## config.mk

```make
export PLATFORM = sky130hd
export DESIGN_NAME = xor_stream_cipher_with_tag_unit
export DESIGN_NICKNAME = d
export VERILOG_FILES = /design/src/hw/rtl/xsc_pkg.sv /design/src/hw/rtl/xor_stream_cipher_with_tag_unit.sv /design/src/hw/rtl/xsc_datapath.sv /design/src/hw/rtl/xsc_ctrl.sv
export SDC_FILE = /design/constraint.sdc
export NUM_CORES = 2
export LEC_CHECK = 0
export BUFFER_PORTS_ARGS = -buffer_cell sky130_fd_sc_hd__buf_2
export CORE_MARGIN = 8
export CORE_UTILIZATION = 70
export CTS_BUF_LIST = sky130_fd_sc_hd__clkbuf_4
export DETAILED_ROUTE_END_ITERATION = 8
export GPL_TIMING_DRIVEN = 0
export PLACE_DENSITY = 0.87
export SLEW_MARGIN = 20
export SYNTH_ARGS = -nofsm -noshare
export SYNTH_HDL_FRONTEND = slang
export SYNTH_SLANG_ARGS = --single-unit
```

## constraint.sdc

```tcl
create_clock -name clk -period 26.7 [get_ports clk]
set_clock_uncertainty 0.15 [all_clocks]
set_input_delay 1.335 -clock clk [delete_from_list [all_inputs] [get_ports clk]]
set_output_delay 1.335 -clock clk [all_outputs]
set_load 0.02 [all_outputs]
```

## src/hw/rtl/xsc_pkg.sv

```systemverilog
`default_nettype none

package xsc_pkg;

  // fixed sizes
  localparam int NONCE_BYTES       = 12;
  localparam int KEY_BYTES_DEFAULT = 32;
  localparam int TAG_BYTES_DEFAULT = 16;
  localparam int IDX_W             = 5;

  // hash seeds and multipliers
  localparam logic [31:0] HA_INIT   = 32'h811C9DC5;
  localparam logic [31:0] HB_INIT   = 32'h9E3779B9;
  localparam logic [31:0] MUL_A     = 32'h01000193;
  localparam logic [31:0] MUL_MSG   = 32'h85EBCA6B;
  localparam logic [31:0] MUL_NONCE = 32'hC2B2AE35;
  localparam logic [31:0] MUL_KEY   = 32'h27D4EB2F;

  // configuration register indexes
  localparam logic [2:0] CFG_MODE       = 3'd0;
  localparam logic [2:0] CFG_KEY_COUNT  = 3'd1;
  localparam logic [2:0] CFG_KEY_WORD0  = 3'd2;
  localparam logic [2:0] CFG_KEY_WORD1  = 3'd3;
  localparam logic [2:0] CFG_KEY_WORD2  = 3'd4;
  localparam logic [2:0] CFG_KEY_WORD3  = 3'd5;
  localparam logic [2:0] CFG_NONCE_LOW  = 3'd6;
  localparam logic [2:0] CFG_NONCE_HIGH = 3'd7;

  // datapath operations
  typedef enum logic [2:0] {
    OP_NOP,
    OP_LOAD,
    OP_MSG,
    OP_NONCE,
    OP_KEY,
    OP_TAG
  } op_t;

  typedef struct packed {
    op_t              op;
    logic [IDX_W-1:0] idx;
    logic [2:0]       rot;
    logic             final_tag;
  } cmd_t;

  typedef struct packed {
    logic last;
    logic key_done;
  } stat_t;

  // rotate a byte left by s
  function automatic logic [7:0] rot8(input logic [7:0] v, input logic [2:0] s);
    logic [15:0] t;
    t = {v, v} << s;
    return t[15:8];
  endfunction

endpackage

`default_nettype wire

```

## src/hw/rtl/xor_stream_cipher_with_tag_unit.sv

```systemverilog
// Each data byte is latched by the load step, then ciphered into the output register by the
// message step, which waits while the output is stalled; in_stall holds off the next byte until the unit is idle again.
// On a last byte the hash unit absorbs 12 nonce bytes and the effective key bytes, one per
// cycle, then emits TAG_BYTES tag bytes, one per cycle while the output is not stalled.
// Reset (rst, synchronous) clears configuration to defaults, reloads hashes and positions.
`default_nettype none

module xor_stream_cipher_with_tag_unit #(
  parameter int KEY_BYTES = xsc_pkg::KEY_BYTES_DEFAULT,
  parameter int TAG_BYTES = xsc_pkg::TAG_BYTES_DEFAULT
) (
  input  wire         clk,
  input  wire         rst,
  input  wire         in_valid,
  output logic        in_stall,
  input  wire  [7:0]  data_byte,
  input  wire         last_byte,
  output logic        out_valid,
  input  wire         out_stall,
  output logic [7:0]  out_byte,
  output logic        is_tag,
  output logic        last_out,
  input  wire         cfg_valid,
  output logic        cfg_ready,
  input  wire  [2:0]  cfg_index,
  input  wire  [63:0] cfg_data
);

  xsc_pkg::cmd_t  cmd;
  xsc_pkg::stat_t stat;

  // configuration writes are always taken
  assign cfg_ready = 1'b1;

  xsc_ctrl #(
    .TAG_BYTES(TAG_BYTES)
  ) u_ctrl (
    .clk      (clk),
    .rst      (rst),
    .in_valid (in_valid),
    .in_stall (in_stall),
    .out_valid(out_valid),
    .out_stall(out_stall),
    .stat     (stat),
    .cmd      (cmd)
  );

  xsc_datapath #(
    .KEY_BYTES(KEY_BYTES)
  ) u_datapath (
    .clk      (clk),
    .rst      (rst),
    .cfg_valid(cfg_valid),
    .cfg_index(cfg_index),
    .cfg_data (cfg_data),
    .data_byte(data_byte),
    .last_byte(last_byte),
    .cmd      (cmd),
    .stat     (stat),
    .out_byte (out_byte),
    .is_tag   (is_tag),
    .last_out (last_out)
  );

endmodule

`default_nettype wire

```

## src/hw/rtl/xsc_datapath.sv

```systemverilog
`default_nettype none

module xsc_datapath #(
  parameter int KEY_BYTES = xsc_pkg::KEY_BYTES_DEFAULT
) (
  input  wire                 clk,
  input  wire                 rst,
  input  wire                 cfg_valid,
  input  wire  [2:0]          cfg_index,
  input  wire  [63:0]         cfg_data,
  input  wire  [7:0]          data_byte,
  input  wire                 last_byte,
  input  xsc_pkg::cmd_t       cmd,
  output xsc_pkg::stat_t      stat,
  output logic [7:0]          out_byte,
  output logic                is_tag,
  output logic                last_out
);

  // configuration registers
  logic        mode_decrypt;
  logic [5:0]  key_count;
  logic [63:0] key_word0, key_word1, key_word2, key_word3;
  logic [63:0] nonce_low;
  logic [31:0] nonce_high;

  // running state
  logic [31:0] hash_a, hash_b;
  logic [4:0]  key_position;
  logic [3:0]  nonce_position;
  logic [2:0]  rotate_position;

  // latched input transaction
  logic [7:0]  din;
  logic        last_in;

  logic [255:0] key_all;
  logic [127:0] nonce_all;
  logic [5:0]   klen;

  logic [7:0]  msg_kb, msg_nb, msg_dout, msg_hin;
  logic [7:0]  abs_nb, abs_kb;
  logic [8:0]  abs_nsum;
  logic [1:0]  sel_a, sel_b;
  logic [7:0]  tag_byte;

  assign key_all   = {key_word3, key_word2, key_word1, key_word0};
  assign nonce_all = {32'd0, nonce_high, nonce_low};

  // effective key length, clamped to 1..KEY_BYTES
  always_comb begin
    if (key_count == 6'd0) begin
      klen = 6'd1;
    end else if (key_count > 6'(KEY_BYTES)) begin
      klen = 6'(KEY_BYTES);
    end else begin
      klen = key_count;
    end
  end

  // message byte transform
  assign msg_kb   = key_all[{key_position, 3'b000} +: 8];
  assign msg_nb   = nonce_all[{nonce_position, 3'b000} +: 8];
  assign msg_dout = din ^ msg_kb ^ msg_nb;
  assign msg_hin  = mode_decrypt ? din : msg_dout;

  // absorb bytes
  assign abs_nb   = nonce_all[{cmd.idx[3:0], 3'b000} +: 8];
  assign abs_kb   = key_all[{cmd.idx, 3'b000} +: 8];
  assign abs_nsum = {1'b0, abs_nb} + {5'd0, cmd.idx[3:0]};

  // tag byte from both hashes
  assign sel_a    = cmd.idx[1:0];
  assign sel_b    = cmd.idx[1:0] + 2'd1;
  assign tag_byte = hash_a[{sel_a, 3'b000} +: 8] ^ hash_b[{sel_b, 3'b000} +: 8];

  assign stat.last     = last_in;
  assign stat.key_done = ({1'b0, cmd.idx} + 6'd1) >= klen;

  // configuration writes
  always_ff @(posedge clk) begin
    if (rst) begin
      mode_decrypt <= 1'b0;
      key_count    <= 6'd1;
      key_word0    <= '0;
      key_word1    <= '0;
      key_word2    <= '0;
      key_word3    <= '0;
      nonce_low    <= '0;
      nonce_high   <= '0;
    end else if (cfg_valid) begin
      case (cfg_index)
        xsc_pkg::CFG_MODE:       mode_decrypt <= cfg_data[0];
        xsc_pkg::CFG_KEY_COUNT:  key_count    <= cfg_data[5:0];
        xsc_pkg::CFG_KEY_WORD0:  key_word0    <= cfg_data;
        xsc_pkg::CFG_KEY_WORD1:  key_word1    <= cfg_data;
        xsc_pkg::CFG_KEY_WORD2:  key_word2    <= cfg_data;
        xsc_pkg::CFG_KEY_WORD3:  key_word3    <= cfg_data;
        xsc_pkg::CFG_NONCE_LOW:  nonce_low    <= cfg_data;
        xsc_pkg::CFG_NONCE_HIGH: nonce_high   <= cfg_data[31:0];
        default: begin
        end
      endcase
    end
  end

  // hash and position state
  always_ff @(posedge clk) begin
    if (rst) begin
      hash_a          <= xsc_pkg::HA_INIT;
      hash_b          <= xsc_pkg::HB_INIT;
      key_position    <= '0;
      nonce_position  <= '0;
      rotate_position <= '0;
    end else begin
      case (cmd.op)
        xsc_pkg::OP_MSG: begin
          hash_a <= (hash_a ^ {24'd0, msg_hin}) * xsc_pkg::MUL_A;
          hash_b <= (hash_b ^ {24'd0, xsc_pkg::rot8(msg_hin, rotate_position + 3'd1)})
                    * xsc_pkg::MUL_MSG;
          key_position <= (({1'b0, key_position} + 6'd1) >= klen) ? 5'd0
                          : key_position + 5'd1;
          nonce_position <= (({1'b0, nonce_position} + 5'd1) >= 5'(xsc_pkg::NONCE_BYTES))
                            ? 4'd0 : nonce_position + 4'd1;
          rotate_position <= (rotate_position >= 3'd6) ? 3'd0 : rotate_position + 3'd1;
        end
        xsc_pkg::OP_NONCE: begin
          hash_a <= (hash_a ^ {24'd0, abs_nb}) * xsc_pkg::MUL_A;
          hash_b <= (hash_b ^ {23'd0, abs_nsum}) * xsc_pkg::MUL_NONCE;
        end
        xsc_pkg::OP_KEY: begin
          hash_a <= (hash_a ^ {24'd0, abs_kb}) * xsc_pkg::MUL_A;
          hash_b <= (hash_b ^ {24'd0, xsc_pkg::rot8(abs_kb, cmd.rot + 3'd1)})
                    * xsc_pkg::MUL_KEY;
        end
        xsc_pkg::OP_TAG: begin
          // reload for the next message after the final tag byte
          if (cmd.final_tag) begin
            hash_a          <= xsc_pkg::HA_INIT;
            hash_b          <= xsc_pkg::HB_INIT;
            key_position    <= '0;
            nonce_position  <= '0;
            rotate_position <= '0;
          end
        end
        default: begin
        end
      endcase
    end
  end

  // input latch and output payload
  always_ff @(posedge clk) begin
    case (cmd.op)
      xsc_pkg::OP_LOAD: begin
        din     <= data_byte;
        last_in <= last_byte;
      end
      xsc_pkg::OP_MSG: begin
        out_byte <= msg_dout;
        is_tag   <= 1'b0;
        last_out <= 1'b0;
      end
      xsc_pkg::OP_TAG: begin
        out_byte <= tag_byte;
        is_tag   <= 1'b1;
        last_out <= cmd.final_tag;
      end
      default: begin
      end
    endcase
  end

endmodule

`default_nettype wire

```

## src/hw/rtl/xsc_ctrl.sv

```systemverilog
`default_nettype none

module xsc_ctrl #(
  parameter int TAG_BYTES = xsc_pkg::TAG_BYTES_DEFAULT
) (
  input  wire             clk,
  input  wire             rst,
  input  wire             in_valid,
  output logic            in_stall,
  output logic            out_valid,
  input  wire             out_stall,
  input  xsc_pkg::stat_t  stat,
  output xsc_pkg::cmd_t   cmd
);

  typedef enum logic [2:0] {
    S_IDLE,
    S_MSG,
    S_NONCE,
    S_KEY,
    S_TAG
  } state_t;

  state_t                    state;
  logic [xsc_pkg::IDX_W-1:0] cnt;
  logic [2:0]                rot5;
  logic                      out_free;
  logic                      load_out;

  assign in_stall = (state != S_IDLE);
  assign out_free = !out_valid || !out_stall;
  assign load_out = (cmd.op == xsc_pkg::OP_MSG) || (cmd.op == xsc_pkg::OP_TAG);

  // command decode
  always_comb begin
    cmd.op        = xsc_pkg::OP_NOP;
    cmd.idx       = cnt;
    cmd.rot       = rot5;
    cmd.final_tag = (cnt == xsc_pkg::IDX_W'(TAG_BYTES - 1));
    case (state)
      S_IDLE:  if (in_valid) cmd.op = xsc_pkg::OP_LOAD;
      S_MSG:   if (out_free) cmd.op = xsc_pkg::OP_MSG;
      S_NONCE: cmd.op = xsc_pkg::OP_NONCE;
      S_KEY:   cmd.op = xsc_pkg::OP_KEY;
      S_TAG:   if (out_free) cmd.op = xsc_pkg::OP_TAG;
      default: cmd.op = xsc_pkg::OP_NOP;
    endcase
  end

  // sequencer and output valid
  always_ff @(posedge clk) begin
    if (rst) begin
      state     <= S_IDLE;
      cnt       <= '0;
      rot5      <= '0;
      out_valid <= 1'b0;
    end else begin
      if (load_out) begin
        out_valid <= 1'b1;
      end else if (!out_stall) begin
        out_valid <= 1'b0;
      end
      case (state)
        S_IDLE: begin
          if (in_valid) state <= S_MSG;
        end
        S_MSG: begin
          if (out_free) begin
            cnt   <= '0;
            state <= stat.last ? S_NONCE : S_IDLE;
          end
        end
        S_NONCE: begin
          if (cnt == xsc_pkg::IDX_W'(xsc_pkg::NONCE_BYTES - 1)) begin
            cnt   <= '0;
            rot5  <= '0;
            state <= S_KEY;
          end else begin
            cnt <= cnt + 1'b1;
          end
        end
        S_KEY: begin
          if (stat.key_done) begin
            cnt   <= '0;
            state <= S_TAG;
          end else begin
            cnt  <= cnt + 1'b1;
            rot5 <= (rot5 >= 3'd4) ? 3'd0 : rot5 + 3'd1;
          end
        end
        S_TAG: begin
          if (out_free) begin
            if (cmd.final_tag) begin
              cnt   <= '0;
              state <= S_IDLE;
            end else begin
              cnt <= cnt + 1'b1;
            end
          end
        end
        default: state <= S_IDLE;
      endcase
    end
  end

  // output register is only loaded when it can take a new transaction
  a_load_when_free: assert property (@(posedge clk) disable iff (rst)
    load_out |-> (!out_valid || !out_stall))
    else $error("output loaded while a transaction is pending");

  // an accepted input moves straight to the message step
  a_accept_to_msg: assert property (@(posedge clk) disable iff (rst)
    (in_valid && !in_stall) |=> (state == S_MSG))
    else $error("accepted input did not start the message step");

  // key absorb ends in the tag phase at the first tag byte
  a_key_to_tag: assert property (@(posedge clk) disable iff (rst)
    (state == S_KEY && stat.key_done) |=> (state == S_TAG && cnt == '0))
    else $error("key absorb did not hand over to tag output");

  // nonce index stays inside the nonce
  a_nonce_range: assert property (@(posedge clk) disable iff (rst)
    (state == S_NONCE) |-> (cnt < xsc_pkg::IDX_W'(xsc_pkg::NONCE_BYTES)))
    else $error("nonce index out of range");

endmodule

`default_nettype wire

```

# After elaboration in Yosys (flattened, before gate mapping)
# Index checks and enable logic that the tools add are counted.
[totals] ff_bits=466 out_inout_bits=13 input_bits=81 word_cells=155
[op_classes] bitwise=9 order_cmp=6 mul=6 shift=8 muxes=42 n_eq_ne=27 n_reduce_logical=25 add_sub_neg=10
[ops] cell="256-bit by 9-bit indexed part select with 8-bit output" n=2
[ops] cell="32-bit one-hot mux with 4 select lines" n=2
[ops] cell="128-bit by 8-bit indexed part select with 8-bit output" n=2
[ops] cell="32-bit by 8-bit bitwise XOR with 32-bit output" n=5
[ops] cell="32-bit by 25-bit multiplier with 32-bit output (second input constant)" n=3
[ops] cell="32-bit two-way mux" n=2
[ops] cell="32-bit by 6-bit indexed part select with 8-bit output" n=2
[ops] cell="5-bit two-way mux" n=7
[ops] cell="3-bit two-way mux" n=11
[ops] cell="32-bit by 30-bit multiplier with 32-bit output (second input constant)" n=1
[ops] cell="32-bit by 31-bit multiplier with 32-bit output (second input constant)" n=1
[ops] cell="32-bit by 32-bit multiplier with 32-bit output (second input constant)" n=1
[ops] cell="16-bit by 3-bit << shifter with 16-bit output" n=2
[ops] cell="32-bit by 9-bit bitwise XOR with 32-bit output" n=1
[ops] cell="3-bit one-hot mux with 5 select lines" n=2
[ops] cell="8-bit bitwise XOR" n=3
[ops] cell="3-bit == test (second input constant)" n=7
[ops] cell="5-bit one-hot mux with 4 select lines" n=1
[ops] cell="2-bit AND reduction" n=10
[ops] cell="3-bit by 2-bit == test with 1-bit output (second input constant)" n=6
[ops] cell="8-bit one-hot mux with 2 select lines" n=1
[ops] cell="5-bit by 1-bit adder with 6-bit output (second input constant)" n=2
[ops] cell="6-bit >= comparator" n=2
[ops] cell="6-bit two-way mux" n=2
[ops] cell="other kinds (30)" n=55

# Logic depth before layout (Yosys ltp)
[logic_depth] word_depth=8 depth_mapped=43 mapped_depth_nobuf=40

# Modules after synthesis
# A second synthesis with hierarchy kept.
[hier_totals] hier_cells=6750 area_unflattened_um2=62765.2
[modules_own_cells] module="xsc_datapath" n_inst=1 seq_area_each_um2=9278.9 area_each_um2=61921.9 cells_each=6642
[modules_own_cells] module="xsc_ctrl" n_inst=1 seq_area_each_um2=240.2 area_each_um2=832.0 cells_each=106
[modules_own_cells] module="xor_stream_cipher_with_tag_unit" n_inst=1 seq_area_each_um2=0.0 area_each_um2=11.3 cells_each=2

# Worst setup path after synthesis
# Ideal clock, no wire load.
[synth_path] path_kind="flip-flop to flip-flop" startpoint="register u_ctrl.cnt[0] (netlist name)" endpoint="register u_datapath.hash_b[30]" slack_ps=16191 synth_period_minus_slack_ps=10509 setup_time_ps=91 n_path_buf=4 required_ps=26459 stages_incl_launch_ff=43 arrival_ps=10268 cell_sequence="dfxtp_1 buf_2 buf_2 buf_2 buf_1 mux4_2 mux2i_1 o22ai_1 ha_1 a21o_1 a21oi_1 nor2b_1 o21a_1 and3_1 xnor2_1 inv_1 ha_1 inv_1 (+7 left out) inv_1 fa_1 inv_1 fa_1 inv_1 ha_1 nand3_1 nor2_1 a211oi_1 nor3b_1 a21oi_1 nand2_1 o21ai_0 a211o_1 o31ai_1 xnor2_1 a21oi_1 a311oi_1"
[synth_between] elab_chain_cells=5 elab_cells_between_ends=12 classes_between="add/sub (1); mul (2); eq/ne (2); shift (3); mux (1); bitwise (2); reduce/logical (1)"
[synth_rtl] item="start: declaration" line_no="xsc_ctrl.sv:25" rtl="logic [xsc_pkg::IDX_W-1:0] cnt;"
[synth_rtl] item="start signal: assignment" line_no="xsc_ctrl.sv:79" rtl="cnt <= cnt + 1'b1;"
[synth_rtl] item="start signal: assignment" line_no="xsc_ctrl.sv:87" rtl="cnt <= cnt + 1'b1;"
[synth_rtl] item="start signal: assignment" line_no="xsc_ctrl.sv:97" rtl="cnt <= cnt + 1'b1;"
[synth_rtl] item="128-bit by 8-bit indexed part select with 8-bit output or 256-bit by 9-bit indexed part select with 8-bit output (tied branches)" line_no="xsc_datapath.sv:68, xsc_datapath.sv:69"
[synth_rtl] item="8-bit by 4-bit adder with 9-bit output or 16-bit by 3-bit << shifter with 16-bit output (tied branches)" line_no="xsc_datapath.sv:70, xsc_pkg.sv:54"
[synth_rtl] item="32-bit by 9-bit bitwise XOR with 32-bit output or 32-bit by 8-bit bitwise XOR with 32-bit output (tied branches)" line_no="xsc_datapath.sv:129, xsc_datapath.sv:133"
[synth_rtl] item="32-bit by 31-bit multiplier with 32-bit output or 32-bit by 30-bit multiplier with 32-bit output (tied branches)" line_no="xsc_datapath.sv:129, xsc_datapath.sv:134"
[synth_rtl] item="32-bit one-hot mux with 4 select lines" line_no="xsc_datapath.sv:116" rtl="case (cmd.op)"
[synth_rtl] item="end signal: assignment" line_no="xsc_datapath.sv:119" rtl="hash_b <= (hash_b ^ {24'd0, xsc_pkg::rot8(msg_hin, rotate_position + 3'd1)})"
[synth_rtl] item="end signal: assignment" line_no="xsc_datapath.sv:129" rtl="hash_b <= (hash_b ^ {23'd0, abs_nsum}) * xsc_pkg::MUL_NONCE;"
[synth_rtl] item="end signal: assignment" line_no="xsc_datapath.sv:133" rtl="hash_b <= (hash_b ^ {24'd0, xsc_pkg::rot8(abs_kb, cmd.rot + 3'd1)})"
[synth_rtl] item="end: declaration" line_no="xsc_datapath.sv:28" rtl="logic [31:0] hash_a, hash_b;"
# Parallel ways exist; a longest one is shown, timed or not.
# A chain may end at the register's enable or synchronous reset.

# Final worst setup path
# Ends and elaborated chain as after synthesis.

==> results by group <==
Global route
  • Global-route wire length before repair: 367,000 um
  • GR Overflow Total: 0
  • Gr usage total: 0.515
  • Number of global-route vias before repair: 56,200
  • Largest net degree at the start of global routing: 19
  • Initial antenna violation count: 21

Critical path
  • Worst reg2reg path startpoint: u_ctrl.cnt[0]$_SDFFE_PP0P_
  • R2R Path End: u_datapath.hash_b[30]$_SDFFE_PP0P_
  • Worst path max stage delay: 0.92 ns
  • Arrival time at the worst endpoint: 14.64 ns
  • R2R depth: 41
  • Worst reg2reg setup slack: 12.74 ns
  • CP max FO: 10
  • Worst setup path start: u_ctrl.cnt[0]$_SDFFE_PP0P_
  • Worst setup endpoint: u_datapath.hash_b[30]$_SDFFE_PP0P_
  • Crit. End Element: flop
  • CP required: 27.38 ns
  • CP max stage cell: xnor2_1
  • Critical path startpoint category: flop
  • CP Class: reg -> reg

Final layout
  • Layout area overhead: 5.85%
  • Filler cell count: 6,137
  • Final Cell Area: 65,900 um2
  • Nets: 8,627
  • Final std cells w/o fill: 8,155
  • Layout cells sized above 1: 0.0784

Synthesis
  • Adder-cell area share of the yosys netlist: 0.427
  • Ys Warns: 0
  • Largest area contributor in the netlist: fa_1
  • Netlist cell types: 82
  • Post-synth top area share: 0.250
  • Post-Synthesis Cells: 6,682
  • Syn Std Cell Area: 62,200 um2
  • Post-synth EDFFs: 19
  • XOR/XNOR share of the synthesized area: 0.0472
  • Async S/R FF share, synth: 0
  • Top_reg_cell synth: dfxtp_1
  • Top cells by area in the synthesized netlist: fa_1, ha_1, dfxtp_1
  • Post-synthesis compound-gate area fraction: 0.103
  • Count leader, synth: inv_1
  • Mux contribution to synthesized area: 0.0830
  • Syn Area/Cell: 9.32 um2
  • Largest family of logic cells by synthesized area: adder cells
  • Register area share after synthesis: 0.153
  • Simple-gate share of the synthesized area: 0.0901
  • Synthesized Nets: 8,421
  • Synth top cells by count: inv_1, ha_1, nand2_1
  • Flops & latches, synth: 466

Drt
  • Antenna Nets Post-Route: 0
  • Vias per cell: 6.83
  • Detailed Route WL: 257,000 um
  • DRC viols: 422
  • 1st-pass router iterations: 9
  • DRT iter0 DRCs: 8,624
  • Routed WL per cell: 31.5 um
  • DR vias: 55,700

Run
  • Max-cap violation count: 0

Timing
  • Final setup TNS: 0 ns
  • Setup repair after global routing missed its margin: no
  • Achievable Freq: 71.6 MHz
  • Worst-margin pin slew: 1.36 ns
  • Minimum clock period: 13.96 ns
  • Slew margin rel.: 0.0891
  • Slew Viols, Final: 0
  • Final hold violation count: 0
  • Tcrit/Tclk final: 0.523
  • # setup viols final: 0

Clock tree
  • CTS Buf Count: 109
  • CTS resizes: 0
  • Setup repair bufs after CTS: 0
  • CTS tree: built
  • Root Buffer: clkbuf_4
  • Hold_buf cts: 0
  • Worst-Skew Late Latency: 0.96 ns
  • Clock sinks: 466
  • Largest buffer count on any clock path: 3
  • H-tree depth: 3
  • Clock transition at path regs: 0.09 ns

Floorplan
  • Starting Density: 0.705
  • Die width: 314 um
  • Full die area: 98,700 um2
  • Num rows: 109
  • Core area: 88,200 um2
  • IO Count: 94
  • DIE HEIGHT: 314 um

Placement
  • HPWL after DPL: 208,000 um
  • Instance area at placement: 64,300 um2
  • Dpl cells: 7,940
  • Routability cong.: 1.13
  • Port Buffers: 88

Run status
  • Status: finished with violations
  • Failing checks: DRC

Min path
  • Hold WC Path Type: reg -> reg
## flip-flops by register name, indices dropped and copies added (netlist names), 4 cells and up
name,flops
u_datapath.key_word3,64
u_ctrl.cnt,5
u_datapath.key_position,5
u_datapath.hash_b,32
u_datapath.nonce_position,4
u_datapath.out_byte,8
u_datapath.key_word2,64
u_datapath.key_count,6
u_datapath.nonce_high,32
u_datapath.key_word1,64
u_datapath.din,8
u_datapath.key_word0,64
u_datapath.hash_a,32
u_datapath.nonce_low,64
## kinds of logic after synthesis
logic type,Yosys count
buffers and inverters,1562
multiplexers,270
adder cells (fa/ha/maj),1658
XOR/XNOR,333
flip-flops,466
AO/OA/AOI/OAI,1079
other,1
AND/OR/NAND/NOR,1313
## how the worst min path moves through the flow
| stage | startpoint | to | cells after the start |
|---|---|---|---|
| floorplan | u_ctrl.rot5[1]$_SDFFE_PP0P_ | u_ctrl.rot5[1]$_SDFFE_PP0P_ | 2 |
| global placement | u_ctrl.rot5[1]$_SDFFE_PP0P_ | u_ctrl.rot5[1]$_SDFFE_PP0P_ | 2 |
| detailed placement | u_datapath.nonce_low[17]$_SDFFE_PP0P_ | u_datapath.nonce_low[17]$_SDFFE_PP0P_ | 2 |
| CTS | u_datapath.key_word3[52]$_SDFFE_PP0P_ | u_datapath.key_word3[52]$_SDFFE_PP0P_ | 2 |
| global route | u_datapath.key_word3[50]$_SDFFE_PP0P_ | u_datapath.key_word3[50]$_SDFFE_PP0P_ | 2 |
| finish | u_ctrl.rot5[1]$_SDFFE_PP0P_ | u_ctrl.rot5[1]$_SDFFE_PP0P_ | 2 |
## metal layers
layer | vias to the layer above | global-route usage | part of all wire | wire [um]
met4 | 22 | 0.372 | 0.099 | 25400
met3 | 1764 | 0.314 | 0.19 | 48100
met5 | - | 0.0420 | 0.0020 | 506
met2 | 5281 | 0.685 | 0.38 | 98300
li1 | 22400 | - | - | -
met1 | 26300 | 0.600 | 0.33 | 84700
## critical path, delay by kind of cell (launching register included)
kind / cells / cell delay (ns)
buf+inv: 11 / 2.69
flops: 1 / 0.46
xor+xnor: 2 / 1.13
compound gates: 10 / 2.50
simple gates: 6 / 0.81
mux: 2 / 1.40
fa+ha+maj: 10 / 4.67
## stage by stage
| stage | utilization | hold WS [ns] | worst slack, ns |
|---|---|---|---|
| after floorplan | - | 0.286 | 16.19 |
| after global placement | 0.727 | 0.293 | 13.84 |
| after detailed placement | 0.729 | 0.308 | 13.67 |
| after CTS | 0.745 | 0.317 | 13.65 |
| after global routing | 0.746 | 0.333 | 12.37 |
| final | 0.747 | 0.319 | 12.74 |
## cells in the final DEF, fill, tap and decap left out, types with 12 or more instances in the layout
cell type,instances
a21oi_1,541
o211ai_1,12
clkinv_1,22
clkbuf_4,168
nand2_1,847
and3b_1,13
o22ai_1,45
a211oi_1,29
xor2_2,12
buf_1,17
o21ai_0,148
clkbuf_1,180
xor2_1,94
mux4_1,17
dfxtp_1,447
nor2_1,200
nor2b_1,38
a31oi_1,18
nand4_1,14
buf_6,13
xnor2_1,214
mux4_2,174
mux2i_1,70
edfxtp_1,19
o21a_1,32
a22oi_1,56
inv_1,1320
nand2b_1,30
a21o_1,78
fa_1,778
o221ai_1,19
or3_1,12
xnor2_2,12
nand3_1,45
ha_1,880
nor3_1,41
diode_2,17
buf_2,112
a221oi_1,19
and3_1,15
## layout make-up
class                      count  area (um2)  area share
multi-input combinational   4654       46900       0.712
buffer                       240        1030      0.0157
tap                         1165        1460      0.0221
clock buffer                 167        1250      0.0190
timing repair buffer          95         515     0.00782
clock inverter                29         160     0.00243
inverter                    1322        4960      0.0753
sequential                   466        9520       0.144
antenna                       17        42.5    0.000646
Power is left out: the tool's default activity adds up to more than one toggle a clock period on the data nets, which glitch-free logic cannot reach.
